===== src/rtl/nlpc_pkg.sv =====
// shared types, constants and prime-form helper functions for the pitch-class line reader
// no dependencies
package nlpc_pkg;

    localparam int MAX_DIGITS  = 4;
    localparam int DCNT_W      = $clog2(MAX_DIGITS + 2);
    localparam int QUEUE_DEPTH = 2;
    localparam int QPTR_W      = $clog2(QUEUE_DEPTH);
    localparam int QCNT_W      = $clog2(QUEUE_DEPTH + 1);
    localparam int KEY_W       = 16;
    localparam int NUM_PARTS   = 4;

    localparam logic [7:0] CH_NUL   = 8'h00;
    localparam logic [7:0] CH_TAB   = 8'h09;
    localparam logic [7:0] CH_LF    = 8'h0A;
    localparam logic [7:0] CH_CR    = 8'h0D;
    localparam logic [7:0] CH_SPACE = 8'h20;
    localparam logic [7:0] CH_HASH  = 8'h23;
    localparam logic [7:0] CH_STAR  = 8'h2A;
    localparam logic [7:0] CH_COMMA = 8'h2C;
    localparam logic [7:0] CH_ZERO  = 8'h30;
    localparam logic [7:0] CH_NINE  = 8'h39;
    localparam logic [7:0] CH_SEMI  = 8'h3B;

    typedef struct packed {
        logic [11:0] mask;
        logic        err;
    } line_rec_t;

    // (v * 10) mod 12 for v in 0..11
    function automatic logic [3:0] ten_mod12(input logic [3:0] v);
        logic [3:0] r;
        case (v)
            4'd0, 4'd6:  r = 4'd0;
            4'd1, 4'd7:  r = 4'd10;
            4'd2, 4'd8:  r = 4'd8;
            4'd3, 4'd9:  r = 4'd6;
            4'd4, 4'd10: r = 4'd4;
            4'd5, 4'd11: r = 4'd2;
            default:     r = 4'd0;
        endcase
        return r;
    endfunction

    // running value mod 12 after appending one decimal digit
    function automatic logic [3:0] digit_step(input logic [3:0] v, input logic [3:0] d);
        logic [4:0] t;
        t = 5'(ten_mod12(v)) + 5'(d);
        if (t >= 5'd12) begin
            t = t - 5'd12;
        end
        return t[3:0];
    endfunction

    function automatic logic [11:0] rot12(input logic [11:0] s, input logic [3:0] i);
        logic [23:0] d;
        d = {s, s} << i;
        return d[23:12];
    endfunction

    function automatic logic [11:0] mirror12(input logic [11:0] s);
        logic [11:0] m;
        for (int i = 0; i < 12; i++) begin
            m[11 - i] = s[i];
        end
        return m;
    endfunction

    // larger key wins: narrower span first, then larger code; zero if no class on top
    function automatic logic [KEY_W-1:0] rot_key(input logic [11:0] r);
        logic [3:0] low;
        logic [3:0] span;
        low = 4'd11;
        for (int i = 11; i >= 0; i--) begin
            if (r[i]) begin
                low = 4'(i);
            end
        end
        span = 4'd11 - low;
        return r[11] ? {4'd15 - span, r} : '0;
    endfunction

    // best key over six consecutive rotations starting at base
    function automatic logic [KEY_W-1:0] best6(input logic [11:0] s, input logic [3:0] base);
        logic [KEY_W-1:0] best;
        logic [KEY_W-1:0] k;
        best = '0;
        for (int i = 0; i < 6; i++) begin
            k = rot_key(rot12(s, base + 4'(i)));
            if (k > best) begin
                best = k;
            end
        end
        return best;
    endfunction

endpackage


===== src/rtl/nlpc_front.sv =====
// character parser: tracks number, line and error state, emits one record per data line or empty line
// depends on nlpc_pkg
module nlpc_front import nlpc_pkg::*; (
    input  logic       aclk,
    input  logic       aresetn,
    input  logic       s_valid,
    output logic       s_ready,
    input  logic [7:0] s_char_in,
    input  logic       q_full,
    output logic       push,
    output line_rec_t  rec
);

    logic [11:0]       pitch_set_reg, pitch_set_next;
    logic [3:0]        val_reg, val_next;
    logic [DCNT_W-1:0] dcnt_reg, dcnt_next;
    logic              in_num_reg, in_num_next;
    logic              tok_reg, tok_next;
    logic              start_reg, start_next;
    logic              discard_reg, discard_next;
    logic              err_reg, err_next;

    logic        acc;
    logic        overlong;
    logic [11:0] class_bit;
    logic        is_digit;
    logic        is_sep;
    logic        take;

    assign s_ready   = !q_full;
    assign acc       = s_valid && s_ready;
    assign overlong  = dcnt_reg > DCNT_W'(MAX_DIGITS);
    assign class_bit = 12'h800 >> val_reg;
    assign is_digit  = s_char_in inside {[CH_ZERO:CH_NINE]};
    assign is_sep    = s_char_in inside {CH_COMMA, CH_SEMI, CH_SPACE, CH_TAB};

    always_comb begin
        pitch_set_next = pitch_set_reg;
        val_next       = val_reg;
        dcnt_next      = dcnt_reg;
        in_num_next    = in_num_reg;
        tok_next       = tok_reg;
        start_next     = start_reg;
        discard_next   = discard_reg;
        err_next       = err_reg;
        push           = 1'b0;
        rec.mask       = pitch_set_reg;
        rec.err        = err_reg;
        take           = 1'b1;

        if (acc && s_char_in != CH_CR) begin
            if (s_char_in == CH_LF) begin
                push = start_reg || tok_reg;
                if (start_reg) begin
                    rec.err = 1'b1;
                end else if (in_num_reg && !discard_reg) begin
                    // close the pending number
                    if (overlong) begin
                        rec.err = 1'b1;
                    end else begin
                        rec.mask = pitch_set_reg | class_bit;
                    end
                end
                pitch_set_next = '0;
                val_next       = '0;
                dcnt_next      = '0;
                in_num_next    = 1'b0;
                tok_next       = 1'b0;
                start_next     = 1'b1;
                discard_next   = 1'b0;
                err_next       = 1'b0;
            end else if (!discard_reg) begin
                if (start_reg) begin
                    start_next = 1'b0;
                    if (s_char_in inside {CH_STAR, CH_HASH}) begin
                        // comment line
                        discard_next = 1'b1;
                        tok_next     = 1'b0;
                        take         = 1'b0;
                    end else begin
                        tok_next = 1'b1;
                        if (s_char_in == CH_NUL) begin
                            err_next     = 1'b1;
                            discard_next = 1'b1;
                            take         = 1'b0;
                        end
                    end
                end
                if (take) begin
                    if (is_digit) begin
                        if (in_num_reg) begin
                            val_next = digit_step(val_reg, s_char_in[3:0]);
                            if (dcnt_reg <= DCNT_W'(MAX_DIGITS)) begin
                                dcnt_next = dcnt_reg + 1'b1;
                            end
                        end else begin
                            in_num_next = 1'b1;
                            val_next    = s_char_in[3:0];
                            dcnt_next   = DCNT_W'(1);
                        end
                    end else begin
                        if (in_num_reg) begin
                            if (overlong) begin
                                err_next     = 1'b1;
                                discard_next = 1'b1;
                            end else begin
                                pitch_set_next = pitch_set_reg | class_bit;
                            end
                            in_num_next = 1'b0;
                            dcnt_next   = '0;
                            val_next    = '0;
                        end
                        if (s_char_in == CH_NUL) begin
                            discard_next = 1'b1;
                        end else if (!is_sep) begin
                            err_next     = 1'b1;
                            discard_next = 1'b1;
                        end
                    end
                end
            end
        end
    end

    always_ff @(posedge aclk) begin
        if (!aresetn) begin
            pitch_set_reg <= '0;
            val_reg       <= '0;
            dcnt_reg      <= '0;
            in_num_reg    <= 1'b0;
            tok_reg       <= 1'b0;
            start_reg     <= 1'b1;
            discard_reg   <= 1'b0;
            err_reg       <= 1'b0;
        end else begin
            pitch_set_reg <= pitch_set_next;
            val_reg       <= val_next;
            dcnt_reg      <= dcnt_next;
            in_num_reg    <= in_num_next;
            tok_reg       <= tok_next;
            start_reg     <= start_next;
            discard_reg   <= discard_next;
            err_reg       <= err_next;
        end
    end

endmodule


===== src/rtl/nlpc_queue.sv =====
// two-entry queue of line records between parser and prime-form pipeline
// depends on nlpc_pkg
module nlpc_queue import nlpc_pkg::*; (
    input  logic      aclk,
    input  logic      aresetn,
    input  logic      push,
    input  line_rec_t wr_rec,
    output logic      full,
    input  logic      pop,
    output logic      rd_valid,
    output line_rec_t rd_rec
);

    line_rec_t         mem_reg [QUEUE_DEPTH];
    logic [QPTR_W-1:0] wr_ptr_reg, wr_ptr_next;
    logic [QPTR_W-1:0] rd_ptr_reg, rd_ptr_next;
    logic [QCNT_W-1:0] cnt_reg, cnt_next;

    assign full     = cnt_reg == QCNT_W'(QUEUE_DEPTH);
    assign rd_valid = cnt_reg != '0;
    assign rd_rec   = mem_reg[rd_ptr_reg];

    always_comb begin
        wr_ptr_next = wr_ptr_reg;
        rd_ptr_next = rd_ptr_reg;
        cnt_next    = cnt_reg;
        if (push) begin
            wr_ptr_next = wr_ptr_reg + 1'b1;
        end
        if (pop) begin
            rd_ptr_next = rd_ptr_reg + 1'b1;
        end
        if (push && !pop) begin
            cnt_next = cnt_reg + 1'b1;
        end else if (pop && !push) begin
            cnt_next = cnt_reg - 1'b1;
        end
    end

    always_ff @(posedge aclk) begin
        if (!aresetn) begin
            wr_ptr_reg <= '0;
            rd_ptr_reg <= '0;
            cnt_reg    <= '0;
        end else begin
            wr_ptr_reg <= wr_ptr_next;
            rd_ptr_reg <= rd_ptr_next;
            cnt_reg    <= cnt_next;
        end
    end

    always_ff @(posedge aclk) begin
        if (push) begin
            mem_reg[wr_ptr_reg] <= wr_rec;
        end
    end

endmodule


===== src/rtl/nlpc_back.sv =====
// prime-form pipeline: partial rotation search, final pick, output register
// depends on nlpc_pkg
module nlpc_back import nlpc_pkg::*; (
    input  logic        aclk,
    input  logic        aresetn,
    input  logic        q_valid,
    input  line_rec_t   q_rec,
    output logic        q_pop,
    output logic        m_valid,
    input  logic        m_ready,
    output logic [11:0] m_pitch_mask,
    output logic [11:0] m_prime_form,
    output logic        m_format_error
);

    logic             s1_valid_reg, s1_valid_next;
    line_rec_t        s1_rec_reg;
    logic [KEY_W-1:0] s1_part_reg [NUM_PARTS];
    logic [KEY_W-1:0] part [NUM_PARTS];
    logic [11:0]      mirror;
    logic [KEY_W-1:0] best;

    logic        m_valid_reg, m_valid_next;
    logic [11:0] m_mask_reg;
    logic [11:0] m_prime_reg;
    logic        m_err_reg;

    logic out_adv;
    logic s1_load;

    assign out_adv = !m_valid_reg || m_ready;
    assign s1_load = !s1_valid_reg || out_adv;
    assign q_pop   = q_valid && s1_load;

    assign mirror  = mirror12(q_rec.mask);
    assign part[0] = best6(q_rec.mask, 4'd0);
    assign part[1] = best6(q_rec.mask, 4'd6);
    assign part[2] = best6(mirror, 4'd0);
    assign part[3] = best6(mirror, 4'd6);

    always_comb begin
        best = '0;
        for (int i = 0; i < NUM_PARTS; i++) begin
            if (s1_part_reg[i] > best) begin
                best = s1_part_reg[i];
            end
        end
    end

    assign s1_valid_next = s1_load ? q_valid : s1_valid_reg;
    assign m_valid_next  = out_adv ? s1_valid_reg : m_valid_reg;

    always_ff @(posedge aclk) begin
        if (!aresetn) begin
            s1_valid_reg <= 1'b0;
            m_valid_reg  <= 1'b0;
        end else begin
            s1_valid_reg <= s1_valid_next;
            m_valid_reg  <= m_valid_next;
        end
    end

    always_ff @(posedge aclk) begin
        if (q_pop) begin
            s1_rec_reg  <= q_rec;
            s1_part_reg <= part;
        end
        if (out_adv && s1_valid_reg) begin
            m_mask_reg  <= s1_rec_reg.mask;
            m_prime_reg <= best[11:0];
            m_err_reg   <= s1_rec_reg.err;
        end
    end

    assign m_valid        = m_valid_reg;
    assign m_pitch_mask   = m_mask_reg;
    assign m_prime_form   = m_prime_reg;
    assign m_format_error = m_err_reg;

endmodule


===== src/rtl/note_line_pitch_class_prime_form.sv =====
// pitch-class line reader: one character per cycle, one result per data line or empty line at its newline
// a line result passes through the queue, the search stage register and the output register in turn
// throughput: one character a cycle; input stalls only once four line results (two queued,
//   one in the search stage, one at the output) are held up by the result side
// reset: aresetn synchronous active low, clears parser state, queue and pipeline valids
// depends on nlpc_pkg, nlpc_front, nlpc_queue, nlpc_back
module note_line_pitch_class_prime_form import nlpc_pkg::*; (
    input  logic        aclk,
    input  logic        aresetn,
    input  logic        s_valid,
    output logic        s_ready,
    input  logic [7:0]  s_char_in,
    output logic        m_valid,
    input  logic        m_ready,
    output logic [11:0] m_pitch_mask,
    output logic [11:0] m_prime_form,
    output logic        m_format_error
);

    logic      push;
    line_rec_t wr_rec;
    logic      q_full;
    logic      q_pop;
    logic      q_valid;
    line_rec_t q_rec;

    nlpc_front u_front (
        .aclk      (aclk),
        .aresetn   (aresetn),
        .s_valid   (s_valid),
        .s_ready   (s_ready),
        .s_char_in (s_char_in),
        .q_full    (q_full),
        .push      (push),
        .rec       (wr_rec)
    );

    nlpc_queue u_queue (
        .aclk     (aclk),
        .aresetn  (aresetn),
        .push     (push),
        .wr_rec   (wr_rec),
        .full     (q_full),
        .pop      (q_pop),
        .rd_valid (q_valid),
        .rd_rec   (q_rec)
    );

    nlpc_back u_back (
        .aclk           (aclk),
        .aresetn        (aresetn),
        .q_valid        (q_valid),
        .q_rec          (q_rec),
        .q_pop          (q_pop),
        .m_valid        (m_valid),
        .m_ready        (m_ready),
        .m_pitch_mask   (m_pitch_mask),
        .m_prime_form   (m_prime_form),
        .m_format_error (m_format_error)
    );

    // queue is never written while full
    a_no_overflow: assert property (@(posedge aclk) disable iff (!aresetn)
        push |-> !q_full)
        else $error("record queue overflow");

    // prime form keeps the class count of the set
    a_same_count: assert property (@(posedge aclk) disable iff (!aresetn)
        m_valid |-> ($countones(m_prime_form) == $countones(m_pitch_mask)))
        else $error("prime form class count differs from set");

    // a nonempty prime form starts on class 0
    a_prime_top: assert property (@(posedge aclk) disable iff (!aresetn)
        (m_valid && m_prime_form != 12'd0) |-> m_prime_form[11])
        else $error("prime form does not start on class 0");

    // a waiting result beat holds steady
    a_out_hold: assert property (@(posedge aclk) disable iff (!aresetn)
        (m_valid && !m_ready) |=> (m_valid && $stable(m_pitch_mask) &&
            $stable(m_prime_form) && $stable(m_format_error)))
        else $error("result beat changed while waiting");

endmodule


===== config.mk =====
export PLATFORM = sky130hd
export DESIGN_NAME = note_line_pitch_class_prime_form
export DESIGN_NICKNAME = d
export VERILOG_FILES = /design/src/rtl/nlpc_pkg.sv /design/src/rtl/nlpc_front.sv /design/src/rtl/nlpc_queue.sv /design/src/rtl/nlpc_back.sv /design/src/rtl/note_line_pitch_class_prime_form.sv
export SDC_FILE = /design/constraint.sdc
export NUM_CORES = 1
export LEC_CHECK = 0
export ABC_CLOCK_PERIOD_IN_PS = 18400
export BUFFER_PORTS_ARGS = -buffer_cell sky130_fd_sc_hd__buf_4
export CAP_MARGIN = 25
export CORE_UTILIZATION = 25
export DETAILED_ROUTE_END_ITERATION = 6
export REMOVE_ABC_BUFFERS = 1
export SLEW_MARGIN = 20
export SYNTH_ARGS = -nofsm -noshare
export SYNTH_HDL_FRONTEND = slang
export SYNTH_SLANG_ARGS = --single-unit

===== constraint.sdc =====
create_clock -name aclk -period 18.4 [get_ports aclk]
set_clock_uncertainty 0.1 [all_clocks]
set_input_delay 2.76 -clock aclk [delete_from_list [all_inputs] [get_ports aclk]]
set_output_delay 2.76 -clock aclk [all_outputs]
set_load 0.05 [all_outputs]

* Yosys cells after proc, flatten, opt, wreduce, memory -nomap -nowiden
Memory sizes are Yosys's and may differ from the RTL's. A register that Yosys moved wholly into a read port is not among the register bits. Cells that the tools add are included.
Word-level totals: bits in registers 132, word-level logic and storage cells 542, bits of input ports 12, ROM bits 48, RAM bits 26, bits in latches 0, output and inout port bits 27, memories 2
Memories:
- (no name shown) | depth 16, bits a word 3, read ports 1, clocked after memory_dff 1, wr ports 0, line nlpc_pkg.sv:33 | case (v)
- u_queue.mem_reg | depth 2, bits a word 13, read ports 1, clocked after memory_dff 1, wr ports 1, line nlpc_queue.sv:14 | line_rec_t mem_reg [QUEUE_DEPTH];
Operators by class: divide/modulo/power cells 0, reductions and logical operators 32, bitwise logic cells 1, magnitude comparators 33, mux-type cells 384, add/subtract/negate cells 55, eq/ne operators 12, shifts and indexed selects 1, multipliers 0
Operator list (count):
- 4-bit 2-to-1 mux | 225
- 16-bit 2-to-1 mux | 51
- 16-bit greater-than comparator | 23
- 4-bit subtractor (first input constant) | 48
- 12-bit 2-to-1 mux | 8
- 16-bit by 1-bit greater-than comparator with 1-bit output (second input constant) | 5
- 2-bit 2-to-1 mux | 32
- 1-bit 2-to-1 mux | 58
- 8-bit by 6-bit equality test with 1-bit output (second input constant) | 5
- 13-bit 2-to-1 mux | 3
- 3-bit 2-to-1 mux | 7
- 8-bit by 4-bit equality test with 1-bit output (second input constant) | 2
- 12-bit OR | 1
- 2-bit nonzero test | 6
- 12-bit by 4-bit >> shifter with 12-bit output (first input constant) | 1
- 5-bit AND reduction | 2
- 8-bit by 6-bit >= comparator with 1-bit output (second input constant) | 1
- 8-bit by 6-bit <= comparator with 1-bit output (second input constant) | 1
- 1-bit logical AND | 8
- 8-bit logical NOT | 1
- 8-bit by 4-bit != test with 1-bit output (second input constant) | 1
- 1-bit logical NOT | 6
- 3-bit AND reduction | 2
- 4-bit by 4-bit adder with 5-bit output | 1
- 16 further kinds | 20

* Depth between registers and ports, before layout
Gate-level depths: netlist of run 1.
word-level depth 26, gate-level depth with buffers 71, depth with buffers taken out 62

* Modules after synthesis
Synthesis of run 1 repeated with hierarchy kept, for this count alone.
Second synthesis, totals: cells, all modules 2788, area total of the unflattened synthesis 22559.1 um^2
Modules (own cells, without submodules):
- nlpc_back | seq. area each 3103.0 um^2, instances 1, cells each 2494, area each 19608.8 um^2
- nlpc_front | seq. area each 540.5 um^2, instances 1, cells each 232, area each 1796.7 um^2
- nlpc_queue | seq. area each 880.8 um^2, instances 1, cells each 62, area each 1153.6 um^2

* Least setup slack after synthesis of run 1
OpenSTA, ideal clock, no wires.
kind reg2reg, start register (tool-made name), end register u_back.s1_part_reg[9] (netlist bit) (data pin), library setup time 0.264 ns, path slack 5.118 ns, period minus slack after synthesis 13.282 ns, arrival 12.918 ns, stages on the path, launching flop included 66, data required time 18.036 ns, cells stage by stage dfxtp_1 -> buf_2 -> buf_4 -> buf_4 -> mux2i_1 -> inv_1 -> clkbuf_1 -> nor2_1 -> nand3_1 -> nand2b_1 -> a211oi_1 -> ha_1 -> nand4_1 -> nor4_1 -> o21ai_1 -> a31oi_1 -> clkbuf_1 -> buf_1 -> [... 30 more ...] -> a211oi_2 -> buf_2 -> buf_2 -> a21oi_1 -> ha_1 -> a21oi_1 -> o22ai_1 -> o21a_1 -> o21a_1 -> o21a_1 -> o21ai_0 -> nand2b_1 -> a221oi_1 -> nor2b_1 -> clkbuf_1 -> clkbuf_1 -> nor3b_1 -> a211oi_1
RTL lines:
- to (signal assigned) | line nlpc_back.sv:66 | s1_part_reg <= part;
- to (decl) | line nlpc_back.sv:18 | logic [KEY_W-1:0] s1_part_reg [NUM_PARTS];

==> results.md, run 1 <==
STA:
- The transition time at the pin with the least slew margin is ~1.1 ns.
- Timing would allow up to around 60 MHz.
- The worst path in the final design needs a cycle of around 17 ns, including I/O delays and setup.
- The worst slew margin relative to its limit is 0.270.
- Dividing the final minimum period by the clock period gives 0.901.
- The final count of hold timing violations is 0.
- The smallest setup slack after layout is 1.82 ns.
- The final number of setup-violating endpoints is 0.
- The number of pins exceeding their max-slew limit in the final report is 0.
- Setup repair after global routing left no endpoint under its margin.
- After routing, the total negative slack on setup checks comes to 0 ns.

Die:
- After floorplanning, the core was divided into 106 placement rows.
- The width of the die is 294 µm.
- The initial core utilization is 0.254.
- The total area inside the core boundary comes to around 84,000 µm².
- The die covers ~86,000 µm².
- 39 I/O pins were placed.
- The height of the die is just under 300 µm.

Clock tree:
- The number of buffers on the longest clock path is 2.
- Clock tree synthesis found a total of ~160 sinks.
- The tree is rooted in a clkbuf_16.
- The deepest level of the CTS H-tree is 4.
- The number of clock buffers inserted by TritonCTS is 17.
- The clock latency of the later-clocked register in the worst-skew pair is between 0.4 and 0.5 ns.
- The number of buffers added for setup after CTS is 0.
- The number of resized instances in the post-cts repair step is 0.
- TritonCTS built the clock tree.
- After clock tree synthesis, the clock-pin slew on the worst setup and hold paths is 0.08 ns.
- The total of hold buffers inserted after clock tree synthesis is 0.

Layout:
- The number of flip-flops in the largest register is 64.
- The most common cell after layout, fill and taps aside is ha_1.
- The net count of the finished layout is just over 3,000.
- Excluding fillers, the count of instances in the completed layout stands at between 3,000 and 4,000.
- Of the cells placed in the final design, the portion with a size suffix greater than 1 is 0.0893.
- The number of antenna diodes is 0.
- Compared with the post-synthesis result, the final layout area differs by 11.5%.
- The final standard cell area without fillers is 23,800 µm².
- In the layout the commonest cells are ha_1, nand2_1, a21oi_1, nor2_1, o21ai_0.

Critical path:
- By instance count, the cell type seen most on the critical path is o21ai_0.
- In this design, the largest share of critical-path delay is due to compound AO/OA/AOI/OAI gates.
- The delay of the slowest cell on the worst path is around 0.9 ns.
- The worst reg2reg path depth is 58.
- On the critical path, the stage with the largest delay is an instance of o21ai_2.
- The worst setup path is launched from a flip-flop.
- At the worst endpoint, the arrival time is 16.68 ns.
- The register-to-register setup slack is about 1.8 ns.
- The kind of critical path is reg -> reg.
- In this run the worst path has a maximum fanout of 31.
- STA puts the critical path data required time at around 19 ns.
- The nature of the critical path endpoint is a flip-flop.
- The critical path buffer and inverter count is 6.
- The endpoint identified for the worst register-to-register timing path is u_back.s1_part_reg[59].

Yosys:
- For this run, the leading register cell type out of synthesis is edfxtp_1.
- The share of the Yosys chip area taken by registers is 0.212.
- During synthesis, Yosys emitted a total of 0 warnings.
- The synthesis-stage register bit count is around 160.
- The proportion of register bits with asynchronous set or reset after synthesis is 0.
- By area the synthesized netlist is led by ha_1, edfxtp_1, a21oi_1.
- Synthesis instantiated 83 different standard cells from the library.
- The cell type contributing the most total cell area after synthesis is ha_1.
- Synthesis produced 2,677 cells.
- The average cell area after synthesis is between 7 and 8 µm².
- The share of the synthesized area in the top cell type is 0.226.
- The number of enable-type register cells in the synthesized netlist is ~130.
- The summed instance area of the synthesized netlist is 21,300 µm².

Placement:
- At the end of routability-driven placement, the weighted congestion stood at between 1 and 1.5.
- The placed cell area is approximately 23,000 µm².
- Once detailed placement completed, the half-perimeter wirelength came to 68.4 mm.
- Counting tap cells, the placed design contains a total of roughly 3,800 instances.
- Prior to clock tree synthesis, the placed netlist has a worst setup slack of around 2.2 ns.
- The number of buffers added on ports is 38.

Hold path:
- The worst hold path belongs to the class reg -> reg.
- The worst hold endpoint is u_back.m_pitch_mask[10].
- The hold path startpoint is u_back.s1_rec_reg[11].
- Along the worst hold path, the cell count comes to 0.

Detailed routing:
- The average wire length per cell after detail routing is around 23 µm.
- The total routed wirelength is between 80 and 90 mm.
- The number of iterations in the first detailed-routing pass is 6.
- The routed layout has 20,940 vias.
- The count of unresolved DRC violations after routing is 0.
- Dividing the detail-routed via count by the number of cells gives 5.46.
- The remaining antenna violation count is 0.
- After the first detailed-routing iteration, the DRC count stood at around 2,400.

Job:
- Across the run, the number of max-cap violations was 0.

Global route:
- The number of antenna violations at the first check in global routing was 2.
- The first global-routing pass estimated 127 mm of wire.
- Across every metal layer, demand over resource in global routing totals 0.197.
- The via count of the first global-routing pass came to between 15,000 and 20,000.
- The largest net degree at the start of global routing is 71.
- Summed over all layers, the global routing overflow is 0.

Outcome:
- The run finished with clean final reports.
==> through the flow <==
stage                util  hold WS (ns)
floorplan               -         0.300
global placement    0.275         0.303
detailed placement  0.275         0.305
CTS                 0.282         0.321
global route        0.283         0.333
finish              0.283         0.319
==> area by class of cell <==
cell class	count	area, µm²
Clock buffer	18	429
Inverter	192	722
Clock inverter	13	146
Timing Repair Buffer	105	808
Tap cell	1134	1420
Sequential cell	162	4520
Multi-Input combinational cell	2209	15700
Fill cell	9078	60200
==> worst max-delay path by stage <==
stage / from / cells past startpoint / endpoint
2_1_floorplan: flip-flop / 54 / u_back.s1_part_reg[0]
3_3_place_gp: flip-flop / 56 / u_back.s1_part_reg[15]
3_5_place_dp: flip-flop / 56 / u_back.s1_part_reg[59]
4_1_cts: flip-flop / 56 / u_back.s1_part_reg[51]
5_1_grt: flip-flop / 58 / u_back.s1_part_reg[57]
6_report: flip-flop / 58 / u_back.s1_part_reg[59]
==> routing by layer <==
layer | up-vias | global-route usage | wire [µm]
li1 | 9881 | - | -
met3 | 236 | 0.0437 | 7770
met5 | - | 0 | 0
met2 | 1009 | 0.302 | 37100
met1 | 9814 | 0.253 | 36500
met4 | 0 | 0.115 | 5460
==> cells by family (layout without fill, tap and decap cells) <==
logic type	after synthesis	count (layout)	synth area share
and+or+nand+nor	859	859	0.187
muxes	170	170	0.0841
AOI/OAI and AO/OA	786	786	0.230
adders and majority gates	387	387	0.228
buffers and inverters	306	328	0.0555
DFF	162	162	0.212
xor gates and xnor gates	7	7	0.00323
==> synth_stat cells, types with 19 or more instances <==
master    count
ha_1        385
nand2_1     282
a21oi_1     248
nor2_1      245
o21ai_0     219
inv_1       186
edfxtp_1    128
mux2i_1     102
a21o_1       85
clkbuf_1     82
nand4_1      73
mux2_2       61
nand3_1      51
nor3_1       45
a211oi_1     42
nor2b_1      39
o21a_1       39
dfxtp_1      34
nand2b_1     33
o211ai_1     29
and2_1       20
nor4_1       19
Power of run 1 is left out: the tool's default activity adds up to more than one toggle a clock period on the data nets, which glitch-free logic cannot reach.
==> inputs of run 2 (changes only) <==
--- a/config.mk
+++ b/config.mk
@@ -10,6 +10,7 @@
 export CAP_MARGIN = 25
 export CORE_UTILIZATION = 25
 export DETAILED_ROUTE_END_ITERATION = 6
+export PLACE_DENSITY = 0.4
 export REMOVE_ABC_BUFFERS = 1
 export SLEW_MARGIN = 20
 export SYNTH_ARGS = -nofsm -noshare
==> results.md, run 2 (synthesis results as in run 1) <==
Critical path:
- By instance count, the cell type seen most on the critical path is o21a_1.
- STA classifies the critical path endpoint as a flip-flop.
- The instance count on the critical path is 57.
- STA puts the critical path data arrival time at 17.65 ns.
- The number of cells on the worst reg-to-reg path is 57.
- The maximum fanout encountered on the critical timing path is 31.
- The kind of launch point of the worst setup path is a flip-flop.
- Grouping stages by cell kind, the critical path spends the most delay in compound AO/OA/AOI/OAI gates.
- The critical path contains buffers and inverters numbering 7 combined.
- The worst setup path is of the reg -> reg kind.
- On the worst path, the slowest cell contributes a delay of between 0.7 and 0.8 ns.
- STA puts the critical path data required time at about 19 ns.
- The standard cell with the maximum stage delay on the critical path is a31oi_2.

STA:
- The number of pins exceeding their max-slew limit in the final report came to 0.
- Hold timing on the final database bottoms out at a slack of 0.319 ns.
- The final number of setup-violating endpoints is 0.
- The smallest clock period supported by the final layout is computed as ~18 ns.
- The final count of hold timing violations is 0.
- Measured against its own limit, the worst slew margin works out to 0.262.
- Setup repair after global routing left no endpoint under its margin.
- At the pin with the least slew margin, the transition time is 1.11 ns.
- The portion of the clock cycle consumed by the worst path in the final layout is 0.953.
- The highest clock rate is 57.0 MHz.

Detailed routing:
- In the routed design, unresolved DRC markers number 0.
- The vias after detailed routing is 21,185.
- The total routed wirelength is about 100 mm.
- The number of iterations in the first detailed-routing pass is 7.
- Using the TritonRoute via totals, the vias-per-cell ratio works out to approximately 5.5.
- The average wire length per cell after detail routing is between 20 and 30 µm.
- After the first detailed-routing iteration, the DRC count stood at 2,034.
- The remaining antenna violation count is 0.

Global route:
- Entering global routing, the biggest net connects 48 pins.
- The first global-routing pass estimated between 100 and 150 mm of wire.
- The via count of the first global-routing pass came to slightly above 20,000.
- The total routing resource utilization after global routing is 0.239.
- Global routing finished with a remaining overflow of 0.
- The number of antenna violations at the first check in global routing came to 4.

Placement:
- After legalization and detailed placement, the total HPWL measured 84.0 mm.
- The number of buffers added on ports is 38.
- The final weighted congestion in routability-driven placement is about 0.99.

Clock tree:
- The clock passes through at most 2 buffers.
- The root buffer cell chosen for the clock tree is clkbuf_16.
- Buffers inserted during clock tree synthesis total 17.
- The TritonCTS clock tree is built.
- The clock net in this run drives a total of between 150 and 200 sinks.
- The clock latency of the later-clocked register in the worst-skew pair is 0.49 ns.
- The clock transition time at the flip-flop clock pins of the worst setup and hold paths is around 0.060 ns.
- The deepest level of the CTS H-tree is 4.

Die:
- The total area inside the core boundary comes to between 80,000 and 90,000 µm².
- The width of the die is 294 µm.
- Row generation in the floorplan step produced 106 rows.
- The initial core utilization is 0.254.
- The die covers roughly 86,000 µm².
- The top-level port count is 39.
- The height of the die is slightly below 300 µm.

Layout:
- In the final design database the tool counted approximately 3,100 nets.
- The register with the most flip-flops in the layout has between 60 and 70 of them.
- Of the cells placed in the final design, the portion with a size suffix greater than 1 is 0.0981.
- In the layout the commonest cells are ha_1, nand2_1, a21oi_1, nor2_1, o21ai_0.
- Leaving out fill and tap cells, the most frequent cell in the layout is ha_1.
- The number of antenna diodes in the final layout is 0.
- Relative to the synthesized area, the layout overhead comes to 12.6%.

Hold path:
- The hold-critical path depth is 0.
- The path class of the lowest-slack min-delay path is reg -> reg.

Job:
- The number of max-capacitance violations reported is 0.

Outcome:
- The flow ran to the end, and the final reports show no timing, DRC or antenna violations.
[run 2: through the flow]
step	cells	TNS (ns)	area [µm²]	setup WS, ns	utilization
3_5_place_dp	3821	0	23300	0.485	0.278
4_1_cts	3853	0	23900	0.400	0.285
2_1_floorplan	2563	0	20800	2.49	-
5_1_grt	3857	0	24000	0.0763	0.286
6_report	3857	0	24000	0.861	0.286
3_3_place_gp	3819	-2.09	23300	-0.393	0.277
[run 2: area by class of cell]
type                       instances  area [µm²]
clock inverter                     8        65.1
timing repair buffer             126         967
sequential                       162        4520
multi-input combinational       2211       15800
fill                            8999       60000
tap                             1134        1420
clock buffer                      24         524
inverter                         192         722
[run 2: path summary, 6_finish.rpt]
| kind | start | to | slack, ns |
|---|---|---|---|
| max | flip-flop | u_back.s1_part_reg[48] | 0.86 |
| min | u_back.s1_rec_reg[9] | u_back.m_pitch_mask[8] | 0.32 |
| max reg2reg | flip-flop | u_back.s1_part_reg[48] | 0.86 |
| min reg2reg | u_back.s1_rec_reg[9] | u_back.m_pitch_mask[8] | 0.32 |
[run 2: routing by layer]
metal,GRT usage,vias up,share of wire
met2,0.382,791,0.45
li1,-,9917,-
met5,0,-,0
met3,0.0340,144,0.058
met1,0.326,10333,0.46
met4,0.0865,0,0.037
[run 2: timing repair]
item | 4_1_cts | 5_1_grt
hold buffers | 0 | 0
endpoints found under the setup margin | 0 | 10
resized for setup | 0 | 1
setup buffers | 0 | 0
Power of run 2 is left out for the same reason.
